$ cat src/design/tcfifo_pkg.sv
// Package for the two-class oldest-first FIFO.
// Request and status codes, plus the control/status structs shared by the queue and the top level.
// No dependencies.
`timescale 1ns / 1ps

package tcfifo_pkg;

  typedef enum logic [1:0] {
    REQ_ENQ     = 2'd0,
    REQ_DEQ_ANY = 2'd1,
    REQ_DEQ_C1  = 2'd2,
    REQ_DEQ_C0  = 2'd3
  } req_t;

  typedef enum logic [1:0] {
    ST_OK    = 2'd0,
    ST_EMPTY = 2'd1,
    ST_FULL  = 2'd2
  } status_t;

  // per-queue commands from the top level
  typedef struct packed {
    logic push;
    logic pop;
  } queue_ctl_t;

  // per-queue occupancy flags back to the top level
  typedef struct packed {
    logic empty;
    logic full;
  } queue_stat_t;

endpackage

$ cat src/design/tcfifo_ram.sv
// Generic single-write, single-read RAM with registered read data.
// No dependencies.
`timescale 1ns / 1ps

module tcfifo_ram #(
  parameter int WIDTH = 24,
  parameter int DEPTH = 16
) (
  input  logic                     clk,
  input  logic                     wr_en,
  input  logic [$clog2(DEPTH)-1:0] wr_addr,
  input  logic [WIDTH-1:0]         wr_data,
  input  logic [$clog2(DEPTH)-1:0] rd_addr,
  output logic [WIDTH-1:0]         rd_data
);

  logic [WIDTH-1:0] mem [DEPTH];

  always_ff @(posedge clk) begin
    if (wr_en) begin
      mem[wr_addr] <= wr_data;
    end
    rd_data <= mem[rd_addr];
  end

endmodule

$ cat src/design/tcfifo_queue.sv
// One class queue: head/tail pointers, occupancy count, entry RAM and head look-ahead.
// Depends on tcfifo_pkg and tcfifo_ram.
`timescale 1ns / 1ps

module tcfifo_queue
  import tcfifo_pkg::*;
#(
  parameter int WIDTH = 24,
  parameter int DEPTH = 16
) (
  input  logic        clk,
  input  logic        rst,
  input  queue_ctl_t  ctl,
  input  logic [WIDTH-1:0] wr_data,
  output logic [WIDTH-1:0] head_data,
  output queue_stat_t stat
);

  localparam int PTR_W = $clog2(DEPTH);
  localparam int CNT_W = $clog2(DEPTH + 1);

  logic [PTR_W-1:0] head, head_next;
  logic [PTR_W-1:0] tail, tail_next;
  logic [CNT_W-1:0] count, count_next;
  logic [WIDTH-1:0] rd_data;
  logic             bypass_hit;
  logic [WIDTH-1:0] bypass_data;

  function automatic logic [PTR_W-1:0] wrap_inc(input logic [PTR_W-1:0] p);
    return (p == PTR_W'(DEPTH - 1)) ? '0 : p + PTR_W'(1);
  endfunction

  always_comb begin
    head_next  = ctl.pop  ? wrap_inc(head) : head;
    tail_next  = ctl.push ? wrap_inc(tail) : tail;
    count_next = count;
    if (ctl.push && !ctl.pop) begin
      count_next = count + CNT_W'(1);
    end else if (ctl.pop && !ctl.push) begin
      count_next = count - CNT_W'(1);
    end
  end

  always_ff @(posedge clk) begin
    if (rst) begin
      head       <= '0;
      tail       <= '0;
      count      <= '0;
      bypass_hit <= 1'b0;
    end else begin
      head       <= head_next;
      tail       <= tail_next;
      count      <= count_next;
      // write landing on the address being read: forward it past the RAM
      bypass_hit <= ctl.push && (tail == head_next);
    end
    bypass_data <= wr_data;
  end

  // read address follows the next head, so the head word is ready every cycle
  tcfifo_ram #(
    .WIDTH (WIDTH),
    .DEPTH (DEPTH)
  ) u_ram (
    .clk     (clk),
    .wr_en   (ctl.push),
    .wr_addr (tail),
    .wr_data (wr_data),
    .rd_addr (head_next),
    .rd_data (rd_data)
  );

  assign head_data  = bypass_hit ? bypass_data : rd_data;
  assign stat.empty = (count == '0);
  assign stat.full  = (count == CNT_W'(DEPTH));

endmodule

$ cat src/design/two_class_fifo_oldest_first.sv
// Two-class FIFO with global oldest-first dequeue.
// Result word: registered on m_* and shown in the cycle after the request is accepted.
// Throughput: one request per cycle while m_tready is high; a result word left waiting holds
// s_tready low, so the single output register sets the rate.
// Reset: pointers, counts, sequence counter and output valid cleared; entry RAMs are not cleared.
// Depends on tcfifo_pkg and tcfifo_queue.
`timescale 1ns / 1ps

module two_class_fifo_oldest_first
  import tcfifo_pkg::*;
#(
  parameter int QUEUE_DEPTH = 16,
  parameter int ID_BITS     = 16,
  parameter int SEQ_BITS    = 8
) (
  input  logic clk,
  input  logic rst,
  // request side
  input  logic                               s_tvalid,
  output logic                               s_tready,
  // [ID_BITS-1:0] item_id, [ID_BITS] item_class, zero pad above
  input  logic [((ID_BITS + 1 + 7) / 8) * 8 - 1:0] s_tdata,
  // [1:0] req_type
  input  logic [1:0]                         s_tuser,
  // result side
  output logic                               m_tvalid,
  input  logic                               m_tready,
  // [ID_BITS-1:0] out_id, [ID_BITS] out_class, zero pad above
  output logic [((ID_BITS + 1 + 7) / 8) * 8 - 1:0] m_tdata,
  // [1:0] status
  output logic [1:0]                         m_tuser
);

  localparam int DATA_W  = ((ID_BITS + 1 + 7) / 8) * 8;
  localparam int ENTRY_W = SEQ_BITS + ID_BITS;

  // request decode
  logic               s_fire;
  req_t               req;
  logic [ID_BITS-1:0] item_id;
  logic               item_class;

  // queue interface
  queue_ctl_t         q0_ctl, q1_ctl;
  queue_stat_t        q0_stat, q1_stat;
  logic [ENTRY_W-1:0] q0_head, q1_head;
  logic [ENTRY_W-1:0] wr_entry;

  // shared arrival counter
  logic [SEQ_BITS-1:0] arrival_seq, arrival_seq_next;
  logic [SEQ_BITS-1:0] seq_diff;
  logic                c1_older;

  // result register
  status_t             status, status_next;
  logic [ID_BITS-1:0]  out_id, out_id_next;
  logic                out_class, out_class_next;

  // output register frees as soon as its word is taken
  assign s_tready   = !m_tvalid || m_tready;
  assign s_fire     = s_tvalid && s_tready;
  assign req        = req_t'(s_tuser);
  assign item_id    = s_tdata[ID_BITS-1:0];
  assign item_class = s_tdata[ID_BITS];
  assign wr_entry   = {arrival_seq, item_id};

  // class 1 head is older when seq0 - seq1 is nonzero and in the lower half-range
  assign seq_diff = q0_head[ENTRY_W-1 -: SEQ_BITS] - q1_head[ENTRY_W-1 -: SEQ_BITS];
  assign c1_older = (seq_diff != '0) && !seq_diff[SEQ_BITS-1];

  always_comb begin
    q0_ctl           = '0;
    q1_ctl           = '0;
    arrival_seq_next = arrival_seq;
    status_next      = ST_OK;
    out_id_next      = '0;
    out_class_next   = 1'b0;
    if (s_fire) begin
      unique case (req)
        REQ_ENQ: begin
          if (item_class ? q1_stat.full : q0_stat.full) begin
            status_next = ST_FULL;
          end else begin
            q0_ctl.push      = !item_class;
            q1_ctl.push      = item_class;
            arrival_seq_next = arrival_seq + SEQ_BITS'(1);
          end
        end
        REQ_DEQ_ANY: begin
          if (q0_stat.empty && q1_stat.empty) begin
            status_next = ST_EMPTY;
          end else if (q0_stat.empty || (!q1_stat.empty && c1_older)) begin
            q1_ctl.pop     = 1'b1;
            out_id_next    = q1_head[ID_BITS-1:0];
            out_class_next = 1'b1;
          end else begin
            q0_ctl.pop  = 1'b1;
            out_id_next = q0_head[ID_BITS-1:0];
          end
        end
        REQ_DEQ_C1: begin
          if (q1_stat.empty) begin
            status_next = ST_EMPTY;
          end else begin
            q1_ctl.pop     = 1'b1;
            out_id_next    = q1_head[ID_BITS-1:0];
            out_class_next = 1'b1;
          end
        end
        REQ_DEQ_C0: begin
          if (q0_stat.empty) begin
            status_next = ST_EMPTY;
          end else begin
            q0_ctl.pop  = 1'b1;
            out_id_next = q0_head[ID_BITS-1:0];
          end
        end
        default: begin
          status_next = ST_OK;
        end
      endcase
    end
  end

  always_ff @(posedge clk) begin
    if (rst) begin
      arrival_seq <= '0;
      m_tvalid    <= 1'b0;
    end else begin
      arrival_seq <= arrival_seq_next;
      if (s_fire) begin
        m_tvalid <= 1'b1;
      end else if (m_tready) begin
        m_tvalid <= 1'b0;
      end
    end
    if (s_fire) begin
      status    <= status_next;
      out_id    <= out_id_next;
      out_class <= out_class_next;
    end
  end

  assign m_tuser = status;
  assign m_tdata = DATA_W'({out_class, out_id});

  tcfifo_queue #(
    .WIDTH (ENTRY_W),
    .DEPTH (QUEUE_DEPTH)
  ) u_q0 (
    .clk       (clk),
    .rst       (rst),
    .ctl       (q0_ctl),
    .wr_data   (wr_entry),
    .head_data (q0_head),
    .stat      (q0_stat)
  );

  tcfifo_queue #(
    .WIDTH (ENTRY_W),
    .DEPTH (QUEUE_DEPTH)
  ) u_q1 (
    .clk       (clk),
    .rst       (rst),
    .ctl       (q1_ctl),
    .wr_data   (wr_entry),
    .head_data (q1_head),
    .stat      (q1_stat)
  );

  // no pop from an empty queue
  a_pop_nonempty: assert property (@(posedge clk) disable iff (rst)
    (q0_ctl.pop |-> !q0_stat.empty) and (q1_ctl.pop |-> !q1_stat.empty))
    else $error("pop issued to empty queue");

  // no push into a full queue
  a_push_nonfull: assert property (@(posedge clk) disable iff (rst)
    (q0_ctl.push |-> !q0_stat.full) and (q1_ctl.push |-> !q1_stat.full))
    else $error("push issued to full queue");

  // sequence counter moves only on an accepted push
  a_seq_hold: assert property (@(posedge clk) disable iff (rst)
    !(q0_ctl.push || q1_ctl.push) |=> arrival_seq == $past(arrival_seq))
    else $error("arrival counter moved without a push");

  // empty or full result carries no item
  a_empty_zero: assert property (@(posedge clk) disable iff (rst)
    (m_tvalid && (m_tuser == ST_EMPTY || m_tuser == ST_FULL)) |-> (m_tdata == '0))
    else $error("non-ok result carries item data");

endmodule

$ cat config.mk
export PLATFORM = sky130hd
export DESIGN_NAME = two_class_fifo_oldest_first
export DESIGN_NICKNAME = d
export VERILOG_FILES = /design/src/design/tcfifo_pkg.sv /design/src/design/tcfifo_ram.sv /design/src/design/tcfifo_queue.sv /design/src/design/two_class_fifo_oldest_first.sv
export SDC_FILE = /design/constraint.sdc
export NUM_CORES = 1
export LEC_CHECK = 0
export CELL_PAD_IN_SITES_DETAIL_PLACEMENT = 0
export CELL_PAD_IN_SITES_GLOBAL_PLACEMENT = 1
export CORE_MARGIN = 4
export CORE_UTILIZATION = 49
export CTS_BUF_LIST = sky130_fd_sc_hd__clkbuf_8 sky130_fd_sc_hd__clkbuf_16
export DETAILED_ROUTE_END_ITERATION = 10
export DONT_BUFFER_PORTS = 1
export MAX_ROUTING_LAYER = met4
export PLACE_DENSITY_LB_ADDON = 0.25
export SLEW_MARGIN = 20
export SYNTH_ARGS = -nofsm -noshare
export SYNTH_HDL_FRONTEND = slang
export SYNTH_SLANG_ARGS = --single-unit
$ cat constraint.sdc
create_clock -name clk -period 5.4 [get_ports clk]
set_input_delay 0.81 -clock clk [delete_from_list [all_inputs] [get_ports clk]]
set_output_delay 0.81 -clock clk [all_outputs]
set_load 0.05 [all_outputs]
## Yosys cells after proc, flatten, opt, wreduce, memory -nomap -nowiden

Memories as Yosys holds them, arrays and structs flattened. A register that Yosys moved wholly into a read port is not among the register bits.
Index checks and enable logic that the tools add are counted.

- Add/sub/neg operators: 10
- Multiply operators: 0
- Divide/modulo/power cells: 0
- Order comparisons: 0
- Eq/ne operators: 11
- Shift-type cells: 0
- Muxes and demuxes: 43
- Bitwise logic cells: 1
- Reduce and logical (&&, ||, !) cells: 28

Operators by type and width:

| operator | count |
|---|---|
| $mux 16 | 4 |
| $mux 24 | 2 |
| $pmux 16 s3 | 1 |
| $mux 4 | 6 |
| $mux 1 | 20 |
| $mux 5 | 4 |
| $add 4x1->4 const B | 4 |
| $eq 4x4->1 const B | 4 |
| $add 5x1->5 const B | 2 |
| $eq 5x5->1 const B | 2 |
| $logic_and 1x1->1 | 10 |
| $logic_not 5->1 | 2 |
| $sub 5x1->5 const B | 2 |
| $add 8x1->8 const B | 1 |
| $eq 4x4->1 | 2 |
| $logic_not 1->1 | 8 |
| $pmux 2 s4 | 1 |
| $reduce_bool 8->1 | 1 |
| $sub 8x8->8 | 1 |
| $mux 2 | 3 |
| $reduce_bool 2->1 | 3 |
| $eq 2x2->1 const B | 2 |
| $pmux 1 s2 | 2 |
| $reduce_and 3->1 | 1 |
| other kinds (4) | 5 |

- Register bits after elaboration: 80
- Latch bits: 0
- RAM bits: 768
- Memory bits (read-only): 0
- Input bits: 30
- Output and inout port bits: 28
- Word-level logic and storage cells: 109
- Memories: 2

Memories:

| memory | depth | width | read ports | clocked after memory_dff | write ports | RTL line | RTL |
|---|---|---|---|---|---|---|---|
| u_q0.u_ram.mem | 16 | 24 | 1 | 1 | 1 | tcfifo_ram.sv:17 | `logic [WIDTH-1:0] mem [DEPTH];` |
| u_q1.u_ram.mem | 16 | 24 | 1 | 1 | 1 | tcfifo_ram.sv:17 |  |

## Depth between registers and ports, before layout

- Depth in word-level cells: 14
- Mapped depth: 22
- Depth with buffers taken out: 19

## Modules after synthesis

From an unflattened synthesis, not the netlist that was laid out.

- Cells, all modules: 1736
- Area total of the unflattened synthesis: 34818.4 um2

Modules (own cells, without submodules):

| module | instances | cells each | area an instance (um2) | seq. area each (um2) |
|---|---|---|---|---|
| tcfifo_ram | 2 | 636 | 14930.6 | 12011.5 |
| tcfifo_queue | 2 | 150 | 1596.5 | 760.7 |
| two_class_fifo_oldest_first | 1 | 164 | 1764.2 | 750.7 |

## Least setup slack after synthesis

OpenSTA, ideal clock, no wires.

- Path type: reg2reg
- Start: reg u_q1.bypass_hit
- End: reg u_q1.u_ram.rd_data[10], read port of u_q1.u_ram.mem
- Library setup time: 127 ps
- Arrival time: 5485 ps
- Data required time: 5273 ps
- Setup slack: -212 ps
- Stages on the path, launching flop included: 18
- Path buffers: 4
- Clock period less this slack: 5612 ps
- Cell sequence: dfxtp_1 buf_2 buf_1 clkbuf_1 mux2_2 ha_1 fa_1 nor2b_1 o22ai_1 mux2_2 o2111a_1 a211o_1 a21oi_4 mux2i_2 buf_4 mux4_2 a22o_1 or3_1

- Word-level cells in the longest chain between the ends: 11
- Elaborated cells between the ends (all ways): 12
- Those cells by class: 1 x add/sub; 6 x mux; 5 x reduce/logical

Ends and longest elaborated chain:

| what | RTL line | RTL |
|---|---|---|
| start, declared | tcfifo_queue.sv:26 | `logic bypass_hit;` |
| start signal, assigned | tcfifo_queue.sv:55 | `bypass_hit <= ctl.push && (tail == head_next);` |
| $mux 24 (*) | tcfifo_queue.sv:73 | `assign head_data = bypass_hit ? bypass_data : rd_data;` |
| $sub 8x8->8 (*) | two_class_fifo_oldest_first.sv:68 | `assign seq_diff = q0_head[ENTRY_W-1 -: SEQ_BITS] - q1_head[ENTRY_W-1 -: SEQ_BITS];` |
| $reduce_bool 8->1 or $logic_not 1->1 (tied branches) | two_class_fifo_oldest_first.sv:69 | `assign c1_older = (seq_diff != '0) && !seq_diff[SEQ_BITS-1];` |
| $logic_and 1x1->1 (*) | two_class_fifo_oldest_first.sv:69 |  |
| $logic_and 1x1->1 (*) | two_class_fifo_oldest_first.sv:92 | `end else if (q0_stat.empty \|\| (!q1_stat.empty && c1_older)) begin` |
| $logic_or 1x1->1 (*) | two_class_fifo_oldest_first.sv:92 |  |
| $mux 1 (*) | two_class_fifo_oldest_first.sv:92 |  |
| $mux 1 (*) | two_class_fifo_oldest_first.sv:90 | `if (q0_stat.empty && q1_stat.empty) begin` |
| $pmux 1 s2 (*) | two_class_fifo_oldest_first.sv:79 | `unique case (req)` |
| $mux 2 (*) | two_class_fifo_oldest_first.sv:78 | `if (s_fire) begin` |
| $mux 4 (*) | tcfifo_queue.sv:34 | `head_next = ctl.pop ? wrap_inc(head) : head;` |
| end, declared | tcfifo_ram.sv:14 | `output logic [WIDTH-1:0] rd_data` |

Mark *: on every way between the ends. The rest lies on a longest branch, timed or not.
A chain may end at the register's enable or synchronous reset.

## Worst setup path after layout

Ends and elaborated chain as after synthesis.

==> metrics.cfg <==
[status]
status = complete, no violations

[placement]
globalplace.congestion = 0.821
hpwl_um = 45100
io_buffers = 0
pre_cts_ws_ps = 204

[floorplanning]
core-area_sq_um = 70400
pin_count = 58
die_h_um = 275
start_util = 0.498
design.die.area_sq_um = 75800
row_count = 97
die_width_um = 275

[setup_path]
startpoint_type = flip-flop
cp-startpoint = u_q1.bypass_hit
crit_path_top_delay_cell = mux4_2
cp.arrival_ps = 5580
path_buf_inv = 2
reg2reg_to = u_q1.u_ram.rd_data[10]
cp_top_family = multiplexers
crit_cells = 15
rr_startpoint = u_q1.bypass_hit
r2r_cells = 15
critPathKind = flip-flop to flip-flop
cp-endpoint = u_q1.u_ram.rd_data[10]
required_ps = 5900
critPathCaptureType = flip-flop
cp_max_fo = 18
worstPathCellList = mux2_2 > ha_1 > fa_1 > nor2b_1 > o22ai_1 > mux2_2 > o2111a_1 > a211o_1 > a21oi_4 > mux2i_4 > buf_12 > buf_4 > mux4_2 > a22o_1 > or3_1
cpPeakStageDelay_ps = 540
r2r_setup_slack_ps = 320
worst_path_most_repeated_cell = mux2_2

[clocking]
clk_path_buf_depth = 3
clock_sinks = 896
cts-root-buf = clkbuf_16
cts_tree = yes
clock_latency_ps = 630
cts_setup_buffers = 0
path_clk_slew_ps = 60
cts-buffers-inserted = 91
cts.htree.levels = 3

[global_route]
grt_pass1_wl_um = 119000
antenna_found_initial = 0
grt_use_met2 = 0.322
grt_overflow = 0
grtUsageTotal = 0.219
met1_usage = 0.319
groute.layer.met3.usage = 0.0334
grt_pass1_vias = 18600
grt_busiest_layer = met2
grt_max_degree = 91

[synthesis]
netlist-cell-type-count = 71
syn_inst = 2105
yosysSeqAreaShare = 0.737
synth_ff_type = edfxtp_1
synth.area.top_cells = edfxtp_1, mux2i_1, dfxtp_1, mux4_2, a221oi_1
synth_commonest_cells = edfxtp_1, mux2i_1, nand2_1
synth_seq_cells = 896
yosysMostFrequentCell = edfxtp_1
synth_top_area_share = 0.675
synth_area_leader_cell = edfxtp_1
avgSynthCellArea_sq_um = 16.6
synth-edff-count = 787
synthArstFlopShare = 0
yosys_warnings = 0
netlist_area_sq_um = 35000

[final_layout]
drive_gt1_frac = 0.157
antennaDiodeCount = 0
fin_util = 0.563
final_nets = 2220
n_fill_cell = 5409
ff_latch_area_sq_um = 25800
multi_input_area_sq_um = 8750
area_growth_pct = 13.1

[run]
maxCapViolCount = 0

[sta]
hold_viol = 0
fin_tns_setup_ps = 0
finalSetupViolations = 0
drv_slew = 0
fmax_mhz = 197
rsz0062_at_grt = no
maxSlewHeadroom = 0.335
fin_skew_ps = 17.5
final.period_utilization = 0.941
worst_slack_ps = 319
tightest_slew_ps = 997
period_needed_ps = 5080

[route]
drt_iter0_drc = 1679
drtPass1Iterations = 5
drc = 0
wirelength_um = 80200
wl_per_cell_um = 25.3
num_vias = 18900
drt-vias-per-instance = 5.96
drtAntennaViolNets = 0

[min_path]
hp-class = input pin to flip-flop

[power]
p_switching_mw = 3.55
power.share.clock = 0.401
p_leak_nw = 14.5
pwr-share-seq = 0.503
switching_share = 0.230
power_density_nw_per_um2 = 389
power.internal_mw = 11.9
vdd_ir_drop_max_v = 0.000258
power_frac_comb = 0.096

-- state kept, by name (all words and copies together), names as in the netlist --
signal	flops
out_class	1
u_q1.count	5
u_q1.tail	4
u_q1.head	4
u_q0.head	4
u_q1.u_ram.mem	384
u_q1.bypass_data	24
u_q0.u_ram.mem	384
arrival_seq	8
out_id	16
u_q0.bypass_hit	1
m_tvalid	1
u_q0.u_ram.rd_data	24
m_tuser	2
u_q0.tail	4
u_q1.u_ram.rd_data	24
u_q1.bypass_hit	1
u_q0.count	5
-- worst register-to-register path, stage by stage, from the launching register on --
cell	delay [ps]
dfxtp_1	360
mux2_2	340
ha_1	240
fa_1	470
nor2b_1	250
o22ai_1	130
mux2_2	310
o2111a_1	190
a211o_1	360
a21oi_4	320
mux2i_4	300
buf_12	210
buf_4	350
mux4_2	550
a22o_1	270
or3_1	300
-- kinds of logic (layout without fill, tap and decap cells) --
kind of cell,count (synthesis),count (layout),share of synthesized area
DFF,896,896,0.737
other,1,7,0.000107
AOI/OAI and AO/OA,353,353,0.0703
xor gates and xnor gates,35,35,0.00875
buffers and inverters,152,272,0.0190
muxes,304,304,0.106
adders and majority gates,34,34,0.0128
and+or+nand+nor,330,330,0.0458
-- layout make-up --
cell class                      count  area share
Tap cell                          940      0.0297
Multi-Input combinational cell   1063       0.221
Timing Repair Buffer               83      0.0198
Clock inverter                     59      0.0109
Sequential cell                   896       0.652
Inverter                           21     0.00199
Clock buffer                      109      0.0646
-- layer usage --
| layer | up-vias | part of all wire |
|---|---|---|
| met2 | 618 | 0.45 |
| li1 | 8412 | - |
| met5 | - | 0 |
| met1 | 9726 | 0.46 |
| met4 | 0 | 0.025 |
| met3 | 130 | 0.062 |
-- cell usage in the layout (no fill, tap or decap), types with 12 or more instances in the layout --
cell / Yosys / routed
edfxtp_1: 787 / 787
nor2b_1: 19 / 19
clkbuf_8: 0 / 15
nand2_1: 119 / 118
dfxtp_1: 109 / 101
or4_1: 25 / 25
xor2_1: 16 / 16
nor2_1: 74 / 48
mux2i_1: 223 / 221
a22oi_1: 12 / 12
nand2b_1: 13 / 13
a21oi_1: 113 / 113
a221oi_1: 97 / 97
o21ai_0: 20 / 20
buf_4: 11 / 70
mux4_2: 49 / 49
nor2_2: 0 / 20
or3_1: 27 / 27
ha_1: 31 / 31
inv_1: 20 / 47
xnor2_1: 19 / 19
o22ai_1: 47 / 47
a22o_1: 23 / 23
mux2_2: 30 / 30
clkbuf_16: 0 / 94
buf_12: 0 / 13
-- metrics by stage --
step	cells	power [mW]	hold WS [ps]	instance area (sq um)
finish	3171	15.4	214	39600
detailed placement	3003	9.37	504	36600
global placement	3003	9.34	496	36600
CTS	3171	15.5	170	39600
floorplan	2111	8.95	479	35100
global route	3171	16.0	179	39600
-- power groups by stage --
| stage | clock, mW | combinational, mW | sequential [mW] |
|---|---|---|---|
| floorplan | 0 | 1.09 | 7.86 |
| global placement | 0 | 1.44 | 7.90 |
| detailed placement | 0 | 1.46 | 7.90 |
| CTS | 6.30 | 1.47 | 7.76 |
| global route | 6.62 | 1.59 | 7.76 |
| finish | 6.18 | 1.48 | 7.75 |
-- how the worst min path moves through the flow --
stage,startpoint,to,slack (ps),cells after the start
6_report,s_tdata[8],u_q1.bypass_data[8],210,0
3_5_place_dp,u_q0.count[4],u_q0.count[4],500,2
4_1_cts,s_tdata[8],u_q1.bypass_data[8],170,0
2_1_floorplan,u_q1.count[4],u_q1.count[4],480,2
3_3_place_gp,u_q0.count[4],u_q0.count[4],500,2
5_1_grt,s_tdata[9],u_q1.bypass_data[9],180,0
-- repair_timing --
| item | 4_1_cts | 5_1_grt |
|---|---|---|
| endpoints found under the setup margin | 0 | 4 |
| gates resized for setup | 0 | 1 |
| hold buffers | 0 | 0 |
No activity file was read; power rests on OpenSTA's default activity.
